### src/rtl/core/mfqs_pkg.sv
// Shared types and constants for the multilevel feedback queue scheduler.
// No dependencies; imported by the top level, mfqs_ctrl and mfqs_dp.
package mfqs_pkg;

  localparam int unsigned NUM_PROCS = 16;
  localparam int unsigned PIDX_W    = $clog2(NUM_PROCS);
  localparam int unsigned MAX_CYC   = 8;
  localparam int unsigned NUM_SLOTS = 2 * MAX_CYC - 1;
  localparam int unsigned MEM_DEPTH = NUM_PROCS * NUM_SLOTS;
  localparam int unsigned MEM_AW    = $clog2(MEM_DEPTH);

  localparam logic [PIDX_W-1:0] LAST_PIDX = PIDX_W'(NUM_PROCS - 1);
  localparam logic [PIDX_W-1:0] LAST_SLOT = PIDX_W'(NUM_SLOTS - 1);

  // request codes
  localparam logic [1:0] REQ_HDR  = 2'd0;
  localparam logic [1:0] REQ_BST  = 2'd1;
  localparam logic [1:0] REQ_TICK = 2'd2;

  // register indexes
  localparam logic [1:0] REG_L0Q = 2'd0;
  localparam logic [1:0] REG_L1Q = 2'd1;
  localparam logic [1:0] REG_PC  = 2'd2;

  // record kinds
  localparam logic REC_SWITCH = 1'b0;
  localparam logic REC_FINISH = 1'b1;

  typedef enum logic [2:0] {
    PS_NONE  = 3'd0,
    PS_WAIT  = 3'd1,
    PS_READY = 3'd2,
    PS_RUN   = 3'd3,
    PS_SLEEP = 3'd4,
    PS_DONE  = 3'd5
  } proc_st_e;

  typedef enum logic [3:0] {
    OP_NONE, OP_LATCH, OP_HDR, OP_CLR, OP_BRD, OP_BWR, OP_ARR, OP_WAKE,
    OP_WLD, OP_PICK, OP_SCAN, OP_SEL, OP_ADV, OP_RLD, OP_EMIT1, OP_EMIT2
  } dp_op_e;

  typedef enum logic [15:0] {
    S_IDLE = 16'h0001,
    S_DEC  = 16'h0002,
    S_HDR  = 16'h0004,
    S_CLR  = 16'h0008,
    S_BRD  = 16'h0010,
    S_BWR  = 16'h0020,
    S_ARR  = 16'h0040,
    S_WAKE = 16'h0080,
    S_WLD  = 16'h0100,
    S_PICK = 16'h0200,
    S_SCAN = 16'h0400,
    S_SEL  = 16'h0800,
    S_ADV  = 16'h1000,
    S_RLD  = 16'h2000,
    S_OUT1 = 16'h4000,
    S_OUT2 = 16'h8000
  } ctrl_state_e;

  typedef struct packed {
    dp_op_e            op;
    logic [PIDX_W-1:0] idx;
  } dp_cmd_t;

  typedef struct packed {
    logic       hdr_ok;
    logic       bst_ok;
    logic       tick;
    logic       arr_pend;
    logic       wake_hit;
    logic       scan_req;
    logic       idle_rec;
    logic [1:0] rec_cnt;
  } dp_stat_t;

endpackage

### src/rtl/core/mfqs_ctrl.sv
// Sequencer for the scheduler: one-hot state machine and slot counter.
// Depends on mfqs_pkg; drives mfqs_dp through dp_cmd_t, reads dp_stat_t.
module mfqs_ctrl
  import mfqs_pkg::*;
(
  input  logic     clk_i,
  input  logic     rst_ni,
  input  logic     start_i,
  input  dp_stat_t stat_i,
  output dp_cmd_t  cmd_o,
  output logic     busy_o
);

  ctrl_state_e       state_q, state_d;
  logic [PIDX_W-1:0] idx_q, idx_d;

  // next state and command
  always_comb begin
    state_d   = state_q;
    idx_d     = idx_q;
    cmd_o.op  = OP_NONE;
    cmd_o.idx = idx_q;
    case (state_q)
      S_IDLE: begin
        if (start_i) begin
          cmd_o.op = OP_LATCH;
          state_d  = S_DEC;
        end
      end
      S_DEC: begin
        idx_d = '0;
        if (stat_i.hdr_ok) state_d = S_HDR;
        else if (stat_i.bst_ok) state_d = S_BRD;
        else if (stat_i.tick) state_d = stat_i.arr_pend ? S_ARR : S_WAKE;
        else state_d = S_IDLE;
      end
      S_HDR: begin
        cmd_o.op = OP_HDR;
        state_d  = S_CLR;
      end
      S_CLR: begin
        cmd_o.op = OP_CLR;
        if (idx_q == LAST_SLOT) state_d = S_IDLE;
        else idx_d = idx_q + 1'b1;
      end
      S_BRD: begin
        cmd_o.op = OP_BRD;
        state_d  = S_BWR;
      end
      S_BWR: begin
        cmd_o.op = OP_BWR;
        state_d  = S_IDLE;
      end
      S_ARR: begin
        cmd_o.op = OP_ARR;
        idx_d    = idx_q + 1'b1;
        if (idx_q == LAST_PIDX) state_d = S_WAKE;
      end
      S_WAKE: begin
        cmd_o.op = OP_WAKE;
        if (stat_i.wake_hit) state_d = S_WLD;
        else if (idx_q == LAST_PIDX) state_d = S_PICK;
        else idx_d = idx_q + 1'b1;
      end
      S_WLD: begin
        cmd_o.op = OP_WLD;
        if (idx_q == LAST_PIDX) begin
          state_d = S_PICK;
        end else begin
          idx_d   = idx_q + 1'b1;
          state_d = S_WAKE;
        end
      end
      S_PICK: begin
        cmd_o.op = OP_PICK;
        idx_d    = '0;
        if (stat_i.idle_rec) state_d = S_OUT1;
        else if (stat_i.scan_req) state_d = S_SCAN;
        else state_d = S_ADV;
      end
      S_SCAN: begin
        cmd_o.op = OP_SCAN;
        if (idx_q == LAST_PIDX) state_d = S_SEL;
        else idx_d = idx_q + 1'b1;
      end
      S_SEL: begin
        cmd_o.op = OP_SEL;
        state_d  = S_ADV;
      end
      S_ADV: begin
        cmd_o.op = OP_ADV;
        state_d  = S_RLD;
      end
      S_RLD: begin
        cmd_o.op = OP_RLD;
        state_d  = (stat_i.rec_cnt == 2'd0) ? S_IDLE : S_OUT1;
      end
      S_OUT1: begin
        cmd_o.op = OP_EMIT1;
        state_d  = (stat_i.rec_cnt == 2'd2) ? S_OUT2 : S_IDLE;
      end
      S_OUT2: begin
        cmd_o.op = OP_EMIT2;
        state_d  = S_IDLE;
      end
      default: state_d = S_IDLE;
    endcase
  end

  always_ff @(posedge clk_i or negedge rst_ni) begin
    if (!rst_ni) begin
      state_q <= S_IDLE;
      idx_q   <= '0;
    end else begin
      state_q <= state_d;
      idx_q   <= idx_d;
    end
  end

  assign busy_o = (state_q != S_IDLE);

endmodule

### config.mk
export PLATFORM = sky130hd
export DESIGN_NAME = mfqs_ctrl
export DESIGN_NICKNAME = d
export VERILOG_FILES = /design/src/rtl/core/mfqs_pkg.sv /design/src/rtl/core/mfqs_ctrl.sv
export SDC_FILE = /design/constraint.sdc
export NUM_CORES = 1
export LEC_CHECK = 0
export BUFFER_PORTS_ARGS = -buffer_cell sky130_fd_sc_hd__buf_2
export CAP_MARGIN = 20
export CORE_ASPECT_RATIO = 1.75
export CORE_MARGIN = 2
export CORE_UTILIZATION = 50
export CTS_BUF_LIST = sky130_fd_sc_hd__clkbuf_4
export CTS_CLUSTER_SIZE = 10
export DETAILED_ROUTE_END_ITERATION = 10
export PLACE_DENSITY = 0.81
export SYNTH_ARGS = -nofsm -noshare
export SYNTH_HDL_FRONTEND = slang
export SYNTH_SLANG_ARGS = --single-unit
### constraint.sdc
create_clock -name clk_i -period 2 [get_ports clk_i]
set_clock_uncertainty 0.2 [all_clocks]
set_input_delay 0.3 -clock clk_i [delete_from_list [all_inputs] [get_ports clk_i]]
set_output_delay 0.3 -clock clk_i [all_outputs]
set_load 0.1 [all_outputs]
## Yosys cells after proc, flatten, opt, wreduce, memory -nomap -nowiden

Cells that the tools add are included.

- $add $sub $neg: 1
- Eq/ne operators: 27
- Mux-type cells: 22
- Reduce and logical (&&, ||, !) cells: 6

Operator list:

| cell | count |
|---|---|
| $pmux W16 S14 | 1 |
| $mux W16 | 7 |
| $pmux W4 S15 | 1 |
| $mux W8 | 4 |
| $mux W15 | 2 |
| $pmux W4 S5 | 1 |
| $eq A16 B1 Y1 const B | 1 |
| $eq A16 B10 Y1 const B | 1 |
| $eq A16 B11 Y1 const B | 1 |
| $eq A16 B12 Y1 const B | 1 |
| $eq A16 B13 Y1 const B | 1 |
| $eq A16 B14 Y1 const B | 1 |
| $eq A16 B15 Y1 const B | 1 |
| $eq A16 B16 Y1 const B | 1 |
| $eq A16 B2 Y1 const B | 1 |
| $eq A16 B3 Y1 const B | 1 |
| $eq A16 B4 Y1 const B | 1 |
| $eq A16 B5 Y1 const B | 1 |
| $eq A16 B6 Y1 const B | 1 |
| $eq A16 B7 Y1 const B | 1 |
| $eq A16 B8 Y1 const B | 1 |
| $eq A16 B9 Y1 const B | 1 |
| $ne A16 B1 Y1 const B | 1 |
| $mux W13 | 1 |
| other kinds (13) | 22 |

- Flip-flop bits (word level): 20
- Bits of input ports: 12
- Output and inout bits: 9
- Logic and storage cells: 58

## Depth between registers and ports, before layout

Gate-level depths: netlist of run 1.

- Word-level depth: 5
- Gate-level depth with buffers: 8
- Depth with buffers taken out: 8

## Worst setup path after synthesis of run 1

OpenSTA, ideal clock, no wires.

- Path kind: register to output
- Start point: reg state_q[13]
- End point: out cmd_o[7] (netlist bit)
- Data arrival time: 3245 ps
- Setup slack: -1745 ps
- Cell stages (with the launch flop): 5
- Cell sequence: dfrtp_1 -> buf_6 -> nor4_4 -> nand3_1 -> o21ai_0

RTL lines:

| element | line | source |
|---|---|---|
| start, declared | mfqs_ctrl.sv:14 | `ctrl_state_e state_q, state_d;` |
| start signal, assigned | mfqs_ctrl.sv:115 | `state_q <= state_d;` |
| end, declared | mfqs_ctrl.sv:10 | `output dp_cmd_t cmd_o,` |

==> results of run 1 <==
-- critical path, cell delays in order (launching register included) --
cell and delay (ns):
dfrtp_2 0.48, nor4_4 0.44, nand2_2 0.17, nor4_2 0.34, a21oi_1 0.16, o2111ai_4 0.11
buf_12 0.21
-- placed cells by master (no fill, tap or decap), types with 3 or more instances in the layout --
master    synthesis  final
inv_1            10     10
and3_1            5      3
nor4b_4           0      3
nor3_1            6      4
dfrtp_2           0     15
o21ai_2           3      4
nor4_2            1      3
o22ai_2           1      3
nor4_1            9      4
nand2_2           0      3
a21oi_2           0      4
nor2_1           12      8
a32oi_1           4      3
a21oi_1           7      3
o21ai_1           1      4
or4b_4            0      6
and3_4            1      3
buf_2             6     15
nor2_4            1      3
clkbuf_4          0      3
xor2_1            4      4
o21ai_0          11      5
buf_6             2      9
buf_12            0      7
or4_4             3      4
buf_4             1     66
nand3_1           8      5
a31oi_1           4      4
nor4_4            2      5
nand2_1          17     13
-- logic make-up after synthesis --
group	share of synthesized area, %
fa+ha+maj	1.52
simple gates	37.2
buf+inv	6.67
xor+xnor	2.65
compound gates	19.6
flops	30.4
mux	1.90
-- area by class of cell --
cell class / count / area (um^2) / area share (%)
well taps: 43 / 53.8 / 1.85
flip-flops and latches: 20 / 528 / 18.2
clock buffers: 3 / 22.5 / 0.776
diodes: 1 / 2.50 / 0.0862
clock inverters: 1 / 30.0 / 1.03
inverters: 10 / 37.5 / 1.29
repair buffers: 99 / 832 / 28.7
multi-input cells: 149 / 1400 / 48.1
-- stage by stage --
stage,utilization [%],worst slack (ns),cell area (um^2),TNS (ns),total power (W)
floorplan,-,-0.234,1790,-1.50,0.00153
global placement,75.4,-0.257,2370,-2.55,0.00206
detailed placement,75.4,-0.254,2370,-2.97,0.00210
CTS,85.0,-0.552,2670,-4.09,0.00266
global route,92.4,-0.897,2900,-7.68,0.00309
finish,92.4,-0.744,2900,-6.52,0.00301
-- where the power goes --
part	leakage [nW]	total [W]	internal, W	switching [W]
clock network	0.0279	0.000357	0.000203	0.000154
registers	0.245	0.000573	0.000478	0.0000948
logic	1.02	0.00208	0.000860	0.00122
-- repair_timing --
action                                 4_1_cts  5_1_grt
hold buffers                                 2        0
resized for setup                           44       30
setup buffers                                7       12
endpoints found under the hold margin       20        0
pin swaps                                    5       11
setup endpoints to repair                   15       18
-- final timing paths --
kind	startpoint	endpoint	slack [ns]	cells after the start
setup reg to reg	state_q[3]$_DFFE_PN0P_	idx_q[2]$_DFFE_PN0P_	-0.54	7
max in group asynchronous	rst_ni	state_q[14]$_DFFE_PN0P_	0.98	2
hold reg to reg	idx_q[3]$_DFFE_PN0P_	idx_q[3]$_DFFE_PN0P_	0.37	1
hold / removal	start_i	state_q[1]$_DFFE_PN0P_	0.03	2
setup / recovery	state_q[14]$_DFFE_PN0P_	cmd_o[5]	-0.74	6
min in group asynchronous	rst_ni	state_q[13]$_DFFE_PN0P_	0.24	2
-- sequential cells by signal, indices dropped and copies added, names as in the netlist --
signal and count:
idx_q 4, state_q 16
-- per-layer routing --
metal | share of wire [%] | vias up | track usage [%] | wire (um)
met5 | 0 | - | 0 | 0
met1 | 30 | 1079 | 37.9 | 2700
met2 | 48 | 249 | 69.2 | 4370
met4 | 11 | 0 | 29.7 | 966
met3 | 11 | 100 | 7.24 | 978
li1 | - | 917 | - | -
==> run summary, run 1 <==
CTS max path bufs -> 2
Core Rows -> 27
Synthesis-to-layout area growth -> 75.9%
Hold WC Path Type -> primary input to flip-flop
Register bit total from synthesis -> 20
Die ar. -> 3790 um^2
Critical path class -> flip-flop to output pin
Total CTS buffers -> 3
Ys flop type -> dfrtp_1
Clock sink total -> 20
Critical path peak fanout -> 5
Initial DRC count -> 167
IO Count -> 21
Slew of the pin with the lowest slew margin -> 0.636 ns
Post-synth EDFFs -> 0
CTS tree -> built
Core Box Area -> 3140 um^2
Initial core utilization -> 52.5%
Placed cell count -> 302
Vias/cell -> 7.19
Cells after Synth -> 191
Worst setup EP type -> output pin
Clock transition at path regs -> 0.14 ns
Initial antenna violation count -> 1
Post-synth top area share -> 28.8%
Fillers -> 117
Final Setup Violations -> 16
Post-Syn Area -> 1650 um^2
Distinct cells, synth -> 56
Status -> complete, but fails checks
DRT Wirelength -> 9010 um
Ranking of synthesized cells by area -> dfrtp_1, nand2_1, nor4_1
Global-route wire length before repair -> 10600 um
Die W -> 47.4 um
RSZ-0062 raised after global routing -> yes
Synth area leader -> dfrtp_1
Critical Path Start Type -> flip-flop
Achievable Freq -> 0.364 GHz
Slew margin rel. -> 57.0%
Htree depth -> 1
WP data required -> 1.50 ns
Synth warnings -> 0
Period utilization -> 137%
WHS -> 0.0297 ns
DRC viols -> 0
Async SR Flop Fraction -> 100%
MaxCap Viol Count -> 0
Post-synthesis area per instance -> 8.64 um^2
Slew Viols, Final -> 0
Final HPWL DP -> 4360 um
Via Count -> 2345
Post-synthesis sequential area ratio -> 30.4%
Final net count -> 297
Wire length per cell -> 27.7 um
Port buffer count -> 20
Most common cell in the netlist -> dfrtp_1
Final hold violation count -> 0
Pre-Repair DR Iteration Count -> 4
Remaining Overflow, GRT -> 0
Remaining antenna violation count -> 0
P_leak -> 1.29 nW
Min Tclk post-route -> 2.74 ns
CP Data Arrival Time -> 2.24 ns
Syn_nets -> 205
Largest net degree at the start of global routing -> 21
Vias in the first global route -> 2197
Worst-Skew Late Latency -> 0.34 ns
Worst setup margin -> -0.744 ns
Power per cell area -> 1040 nW/um^2
Root buf cell -> clkbuf_4
Die height -> 80 um
Commonest cells post-synth -> dfrtp_1, nand2_1, nor2_1
Failing checks -> negative setup slack
Layout cells sized above 1 -> 65.2%
VDD IR max -> 1.40 mV
Final GP Congestion -> 1.00
Final Non-Filler Cells -> 326
GRT Util Overall -> 39.9%
No activity file was read; power rests on OpenSTA's default activity.
==> run 2: changes to the inputs <==
--- a/config.mk
+++ b/config.mk
@@ -5,6 +5,7 @@
 export SDC_FILE = /design/constraint.sdc
 export NUM_CORES = 1
 export LEC_CHECK = 0
+export ABC_AREA = 1
 export BUFFER_PORTS_ARGS = -buffer_cell sky130_fd_sc_hd__buf_2
 export CAP_MARGIN = 20
 export CORE_ASPECT_RATIO = 1.75
@@ -13,7 +14,7 @@
 export CTS_BUF_LIST = sky130_fd_sc_hd__clkbuf_4
 export CTS_CLUSTER_SIZE = 10
 export DETAILED_ROUTE_END_ITERATION = 10
-export PLACE_DENSITY = 0.81
+export PLACE_DENSITY = 0.82
 export SYNTH_ARGS = -nofsm -noshare
 export SYNTH_HDL_FRONTEND = slang
 export SYNTH_SLANG_ARGS = --single-unit
==> run summary, run 2 <==
Most common cell after layout, fill and taps aside -> buf_4
Worst stage delay on the critical path -> 0.57 ns (+0.09 ns)
MaxCap Viol Count -> 0 (unchanged)
Critical path class -> flip-flop to output pin
Total CTS buffers -> 3 (unchanged)
Wire length per cell -> 17.5 um (-37%)
Htree depth -> 1 (unchanged)
Final Non-Filler Cells -> 316 (-3.1%)
Die W -> 46.0 um (-3.0%)
# diodes -> 0 (-1)
Most common cell in the netlist -> nand2_1
Achievable Freq -> 0.395 GHz (+8.4%)
Cells after Synth -> 212 (+11%)
Vias in the first global route -> 1923 (-12%)
CP Depth -> 8 (+2)
Via Count -> 1847 (-21%)
Largest registers -> state_q x16, idx_q x4
Largest net degree at the start of global routing -> 21 (unchanged)
P_leak -> 1.30 nW (+1.1%)
Port buffer count -> 20 (unchanged)
Buffers plus inverters on the worst setup path -> 4 (+3)
Slew margin rel. -> 67.1% (+10 points)
Register bit total from synthesis -> 20 (unchanged)
Reg2Reg Depth -> 10 (+3)
Period utilization -> 127% (-11 points)
Core Rows -> 26 (-3.7%)
Worst setup EP type -> output pin
Slew of the pin with the lowest slew margin -> 0.493 ns (-0.143 ns)
Final GP Congestion -> 0.927 (-7.4%)
Hold WC Path Type -> primary input to flip-flop
Remaining Overflow, GRT -> 0 (unchanged)
Root buf cell -> clkbuf_4
CTS tree -> built
Failing checks -> negative setup slack
Initial DRC count -> 100 (-40%)
Critical path peak fanout -> 5 (unchanged)
Slowest stage cell, crit path -> dfstp_2
Power per cell area -> 1040 nW/um^2 (about the same)
Clock transition at path regs -> 0.12 ns (-0.02 ns)
Post-synth top area share -> 30.8% (+2.0 points)
VDD IR max -> 1.06 mV (-24%)
CTS max path bufs -> 2 (unchanged)
Final HPWL DP -> 3540 um (-19%)
Worst-Skew Late Latency -> 0.33 ns (about the same)
Slew Viols, Final -> 0 (unchanged)
WHS Path Cells -> 3 (+1)
Initial antenna violation count -> 0 (-1)
Status -> complete, but fails checks
RSZ-0062 raised after global routing -> yes
Global-route wire length before repair -> 8390 um (-21%)
Placed cell count -> 295 (-2.3%)
Final hold violation count -> 0 (unchanged)
Final net count -> 303 (+2.0%)
Commonest non-fill, non-tap cells in the layout -> buf_4, inv_1, nand2_1
Core Box Area -> 2930 um^2 (-6.8%)
Async SR Flop Fraction -> 100% (unchanged)
Min Tclk post-route -> 2.53 ns (-0.212 ns)
Vias/cell -> 5.84 (-19%)
Post-synth EDFFs -> 0 (unchanged)
Critical path launch point -> state_q[0]$_DFFE_PN1P_
Syn_nets -> 226 (+10%)
Cell-by-cell listing of the critical path -> nor2_4 -> nand2_4 -> buf_4 -> inv_1 -> a31oi_4 -> buf_4 -> nand4_1 -> buf_12
Synth area leader -> dfrtp_1
WHS -> 0.00492 ns (-0.0248 ns)
Total negative slack -> -2.36 ns (+4.16 ns)
Ranking of synthesized cells by area -> dfrtp_1, nand2_1, nor2_1
Reg with most FFs -> state_q
Ys flop type -> dfrtp_1
Post-synthesis area per instance -> 7.29 um^2 (-16%)
GRT Util Overall -> 32.5% (-7.4 points)
Pre-Repair DR Iteration Count -> 4 (unchanged)
Synth warnings -> 0 (unchanged)
Final Setup Violations -> 8 (-8)
Clock sink total -> 20 (unchanged)
Pre-CTS WS -> -0.238 ns (+0.0160 ns)
CP Data Arrival Time -> 2.03 ns (-0.21 ns)
Initial core utilization -> 52.8% (+0.25 points)
WP data required -> 1.50 ns (about the same)
Post-synthesis sequential area ratio -> 32.5% (+2.1 points)
CP most frequent cell -> buf_4
Commonest cells post-synth -> nand2_1, nor2_1, inv_1
Delay-heaviest family, CP -> buffers and inverters
Remaining antenna violation count -> 0 (unchanged)
Post-Syn Area -> 1550 um^2 (-6.4%)
Distinct cells, synth -> 30 (-46%)
Die ar. -> 3570 um^2 (-5.9%)
Critical Path Start Type -> flip-flop
HP Start -> stat_i[7]
DRT Wirelength -> 5540 um (-39%)
Layout cells sized above 1 -> 51.0% (-14 points)
IO Count -> 21 (unchanged)
DRC viols -> 0 (unchanged)
Max reg flops -> 16 (unchanged)
Worst setup margin -> -0.533 ns (+0.212 ns)
Die height -> 77.5 um (-3.1%)
Crit Reg-Reg Startpoint -> state_q[0]$_DFFE_PN1P_
Synthesis-to-layout area growth -> 56.4%
run 2: cell count changes in the layout (fill, tap and decap cells not counted), moves of 13 or more:
cell / before / now
buf_4: 66 / 41
inv_1: 10 / 28
nand2_1: 13 / 27
dfrtp_1: 2 / 15
nand2_2: 3 / 16
nor2_1: 8 / 21
run 2: kinds of logic (layout without fill, tap and decap cells):
group	count (synthesis)	in the layout	share of synthesized area, %
xor gates and xnor gates	1	1	0.567
DFF	20	20	32.5
AOI/OAI and AO/OA	19	19	8.02
and+or+nand+nor	139	139	48.7
buffers and inverters	31	107	8.58
adders and majority gates	2	2	1.62
run 2: final timing paths:
check / to / slack (ns)
worst min-delay path: state_q[4]$_DFFE_PN0P_ / 0.005
min in group asynchronous: state_q[2]$_DFFE_PN0P_ / 0.25
max in group asynchronous: idx_q[0]$_DFFE_PN0P_ / 0.98
worst max register to register: state_q[11]$_DFFE_PN0P_ / -0.02
worst min register to register: idx_q[1]$_DFFE_PN0P_ / 0.37
worst max-delay path: cmd_o[6] / -0.53
run 2: metal layers:
layer / vias to the layer above / wire length, um / track usage [%] / share of wire, %
li1: 839 / - / - / -
met1: 878 / 1790 / 31.8 / 32
met2: 86 / 3060 / 55.1 / 55
met3: 44 / 261 / 6.74 / 4.7
met4: 0 / 422 / 24.0 / 7.6
met5: - / 0 / 0 / 0
run 2: power by group:
group	total, W	leakage [nW]	internal, W	switching [W]
sequential	0.000554	0.263	0.000484	0.0000703
combinational	0.00173	1.02	0.000574	0.00116
clock	0.000216	0.0154	0.0000735	0.000142
run 2: worst register-to-register path, cell delays in order (launching register included):
cell     delay [ns]
dfstp_2        0.57
nor2_4         0.04
nand2_4        0.14
buf_6          0.12
nor2_1         0.04
nand2_2        0.16
buf_6          0.13
nand3_2        0.07
a21oi_2        0.25
nand2_2        0.12
nor2_2         0.11
run 2: per-stage QoR:
stage,area (um^2),total power (W),util (%)
finish,2420,0.00250,82.6
global route,2420,0.00260,82.6
CTS,2320,0.00236,79.1
detailed placement,2040,0.00201,69.7
global placement,2040,0.00196,69.7
floorplan,1610,0.00160,-
run 2: final cells by class:
class	instances	area (um^2)
fill	179	510
multi-input combinational	161	1130
inverter	30	113
sequential	20	509
clock buffer	3	22.5
timing repair buffer	73	603
tap	28	35.0
clock inverter	1	3.75
run 2: what timing repair did:
action,in CTS,in global routing
gates resized for setup,37,19
cloned,0,0
setup buffers,7,5
endpoints found under the hold margin,22,0
pin swaps,16,11
hold buffers,5,0
endpoints found under the setup margin,14,14
==> run 3: changes to the inputs <==
--- a/config.mk
+++ b/config.mk
@@ -15,6 +15,7 @@
 export CTS_CLUSTER_SIZE = 10
 export DETAILED_ROUTE_END_ITERATION = 10
 export PLACE_DENSITY = 0.82
+export RECOVER_POWER = 25
 export SYNTH_ARGS = -nofsm -noshare
 export SYNTH_HDL_FRONTEND = slang
 export SYNTH_SLANG_ARGS = --single-unit
==> run summary, run 3 (synthesized netlist as in run 2, its figures left out) <==
Clock transition at path regs -> 0.12 ns (about the same)
Final hold violation count -> 0 (unchanged)
Critical path class -> flip-flop to output pin
WHS -> 0.00452 ns (-0.000400 ns)
Power per cell area -> 1040 nW/um^2 (about the same)
Commonest non-fill, non-tap cells in the layout -> buf_4, inv_1, nand2_1
Total CTS buffers -> 3 (unchanged)
Port buffer count -> 20 (unchanged)
Cell-by-cell listing of the critical path -> nor2_4 -> nand2_4 -> buf_4 -> inv_1 -> a31oi_4 -> buf_4 -> nand4_1 -> buf_12
Pre-CTS WS -> -0.238 ns (unchanged)
Delay-heaviest family, CP -> buffers and inverters
Final Setup Violations -> 8 (unchanged)
Buffers plus inverters on the worst setup path -> 4 (unchanged)
Initial DRC count -> 101 (+1.0%)
Slew Viols, Final -> 0 (unchanged)
Htree depth -> 1 (unchanged)
Critical path peak fanout -> 5 (unchanged)
DRC viols -> 0 (unchanged)
Reg with most FFs -> state_q
Wire length per cell -> 17.5 um (-0.27%)
Remaining Overflow, GRT -> 0 (unchanged)
DRT Wirelength -> 5520 um (-0.27%)
Critical Path Start Type -> flip-flop
Synthesis-to-layout area growth -> 56.4% (about the same)
Period utilization -> 127% (about the same)
Global-route wire length before repair -> 8390 um (unchanged)
Largest net degree at the start of global routing -> 21 (unchanged)
Slew of the pin with the lowest slew margin -> 1.19 ns (+0.696 ns)
Vias in the first global route -> 1923 (unchanged)
Remaining antenna violation count -> 0 (unchanged)
Core Box Area -> 2930 um^2 (unchanged)
Worst stage delay on the critical path -> 0.57 ns (about the same)
IO Count -> 21 (unchanged)
WP data required -> 1.50 ns (about the same)
GRT Util Overall -> 32.5% (unchanged)
CTS tree -> built
Die height -> 77.5 um (unchanged)
Core Rows -> 26 (unchanged)
Min Tclk post-route -> 2.53 ns (-0.000965 ns)
RSZ-0062 raised after global routing -> yes
Layout cells sized above 1 -> 50.7% (-0.35 points)
Worst setup margin -> -0.532 ns (+0.000965 ns)
Pre-Repair DR Iteration Count -> 4 (unchanged)
Final Non-Filler Cells -> 316 (unchanged)
Max reg flops -> 16 (unchanged)
Flip-flop and latch area -> 509 um^2 (unchanged)
Hold WC Path Type -> primary input to flip-flop
Area of the multi-input gates -> 1130 um^2 (unchanged)
Placed cell count -> 295 (unchanged)
P_leak -> 1.30 nW (-0.21%)
Slowest stage cell, crit path -> dfstp_2
Final GP Congestion -> 0.927 (unchanged)
Die W -> 46.0 um (unchanged)
Status -> complete, but fails checks
Via Count -> 1857 (+0.54%)
Achievable Freq -> 0.395 GHz (about the same)
VDD IR max -> 1.06 mV (-0.17%)
Worst setup EP type -> output pin
# diodes -> 0 (unchanged)
Initial core utilization -> 52.8% (unchanged)
CTS max path bufs -> 2 (unchanged)
Most common cell after layout, fill and taps aside -> buf_4
Failing checks -> negative setup slack
Die ar. -> 3570 um^2 (unchanged)
MaxCap Viol Count -> 0 (unchanged)
Clock sink total -> 20 (unchanged)
Largest registers -> state_q x16, idx_q x4
Final net count -> 303 (unchanged)
CP most frequent cell -> buf_4
Initial antenna violation count -> 0 (unchanged)
Root buf cell -> clkbuf_4
Slew margin rel. -> 20.7% (-46 points)
Fillers -> 180 (+0.56%)
CP Data Arrival Time -> 2.03 ns (about the same)
Final HPWL DP -> 3540 um (unchanged)
Vias/cell -> 5.88 (+0.54%)
Worst-Skew Late Latency -> 0.33 ns (about the same)
==> run 3: changes by cell type in the layout (fill, tap and decap cells not counted), sizes merged <==
cell,previous run,this run
buf,68,67
clkbuf,3,4
==> run 3: worst paths after layout <==
kind | from | slack, ns | cells after the start | endpoint
worst min register to register | idx_q[1]$_DFFE_PN0P_ | 0.37 | 2 | idx_q[1]$_DFFE_PN0P_
worst min-delay path | stat_i[7] | 0.005 | 3 | state_q[4]$_DFFE_PN0P_
worst max-delay path | state_q[0]$_DFFE_PN1P_ | -0.53 | 8 | cmd_o[6]
worst max register to register | state_q[0]$_DFFE_PN1P_ | -0.02 | 10 | state_q[11]$_DFFE_PN0P_
min in group asynchronous | rst_ni | 0.52 | 2 | state_q[2]$_DFFE_PN0P_
max in group asynchronous | rst_ni | 0.24 | 2 | idx_q[0]$_DFFE_PN0P_
==> run 3: what timing repair did <==
action,4_1_cts,5_1_grt
resized for setup,37,19
endpoints found under the hold margin,22,0
pin swaps,16,11
setup buffers,7,5
hold buffers,5,0
endpoints found under the setup margin,14,14
==> run 3: per-layer routing <==
layer | share of wire, % | vias up | track usage (%)
met2 | 56 | 93 | 55.1
met1 | 31 | 882 | 31.8
met5 | 0 | - | 0
li1 | - | 839 | -
met4 | 7.7 | 0 | 24.0
met3 | 5.4 | 43 | 6.74
==> run 3: metrics by stage <==
stage          power (W)  area [um^2]  util (%)  TNS [ns]
2_1_floorplan    0.00160         1610         -     -1.07
3_3_place_gp     0.00196         2040      69.7    -0.643
3_5_place_dp     0.00201         2040      69.7     -1.17
4_1_cts          0.00236         2320      79.1     -1.87
5_1_grt          0.00260         2420      82.5     -3.07
6_report         0.00250         2420      82.5     -2.35
==> run 3: cell type report <==
type / count / area share [%]
well taps: 28 / 1.45
inverters: 30 / 4.66
flip-flops and latches: 20 / 21.1
repair buffers: 73 / 24.9
multi-input cells: 161 / 46.8
clock inverters: 1 / 0.155
clock buffers: 3 / 0.932
==> run 3: tightest hold or removal path: stages <==
cell and delay, ns:
buf_2 0.09, inv_1 0.06, nor3_1 0.05
==> run 3: power by group <==
part	internal, W	switching [W]	total (W)
Clock	0.0000735	0.000142	0.000215
Sequential	0.000484	0.0000704	0.000554
Combinational	0.000573	0.00116	0.00173
Total	0.00113	0.00137	0.00250
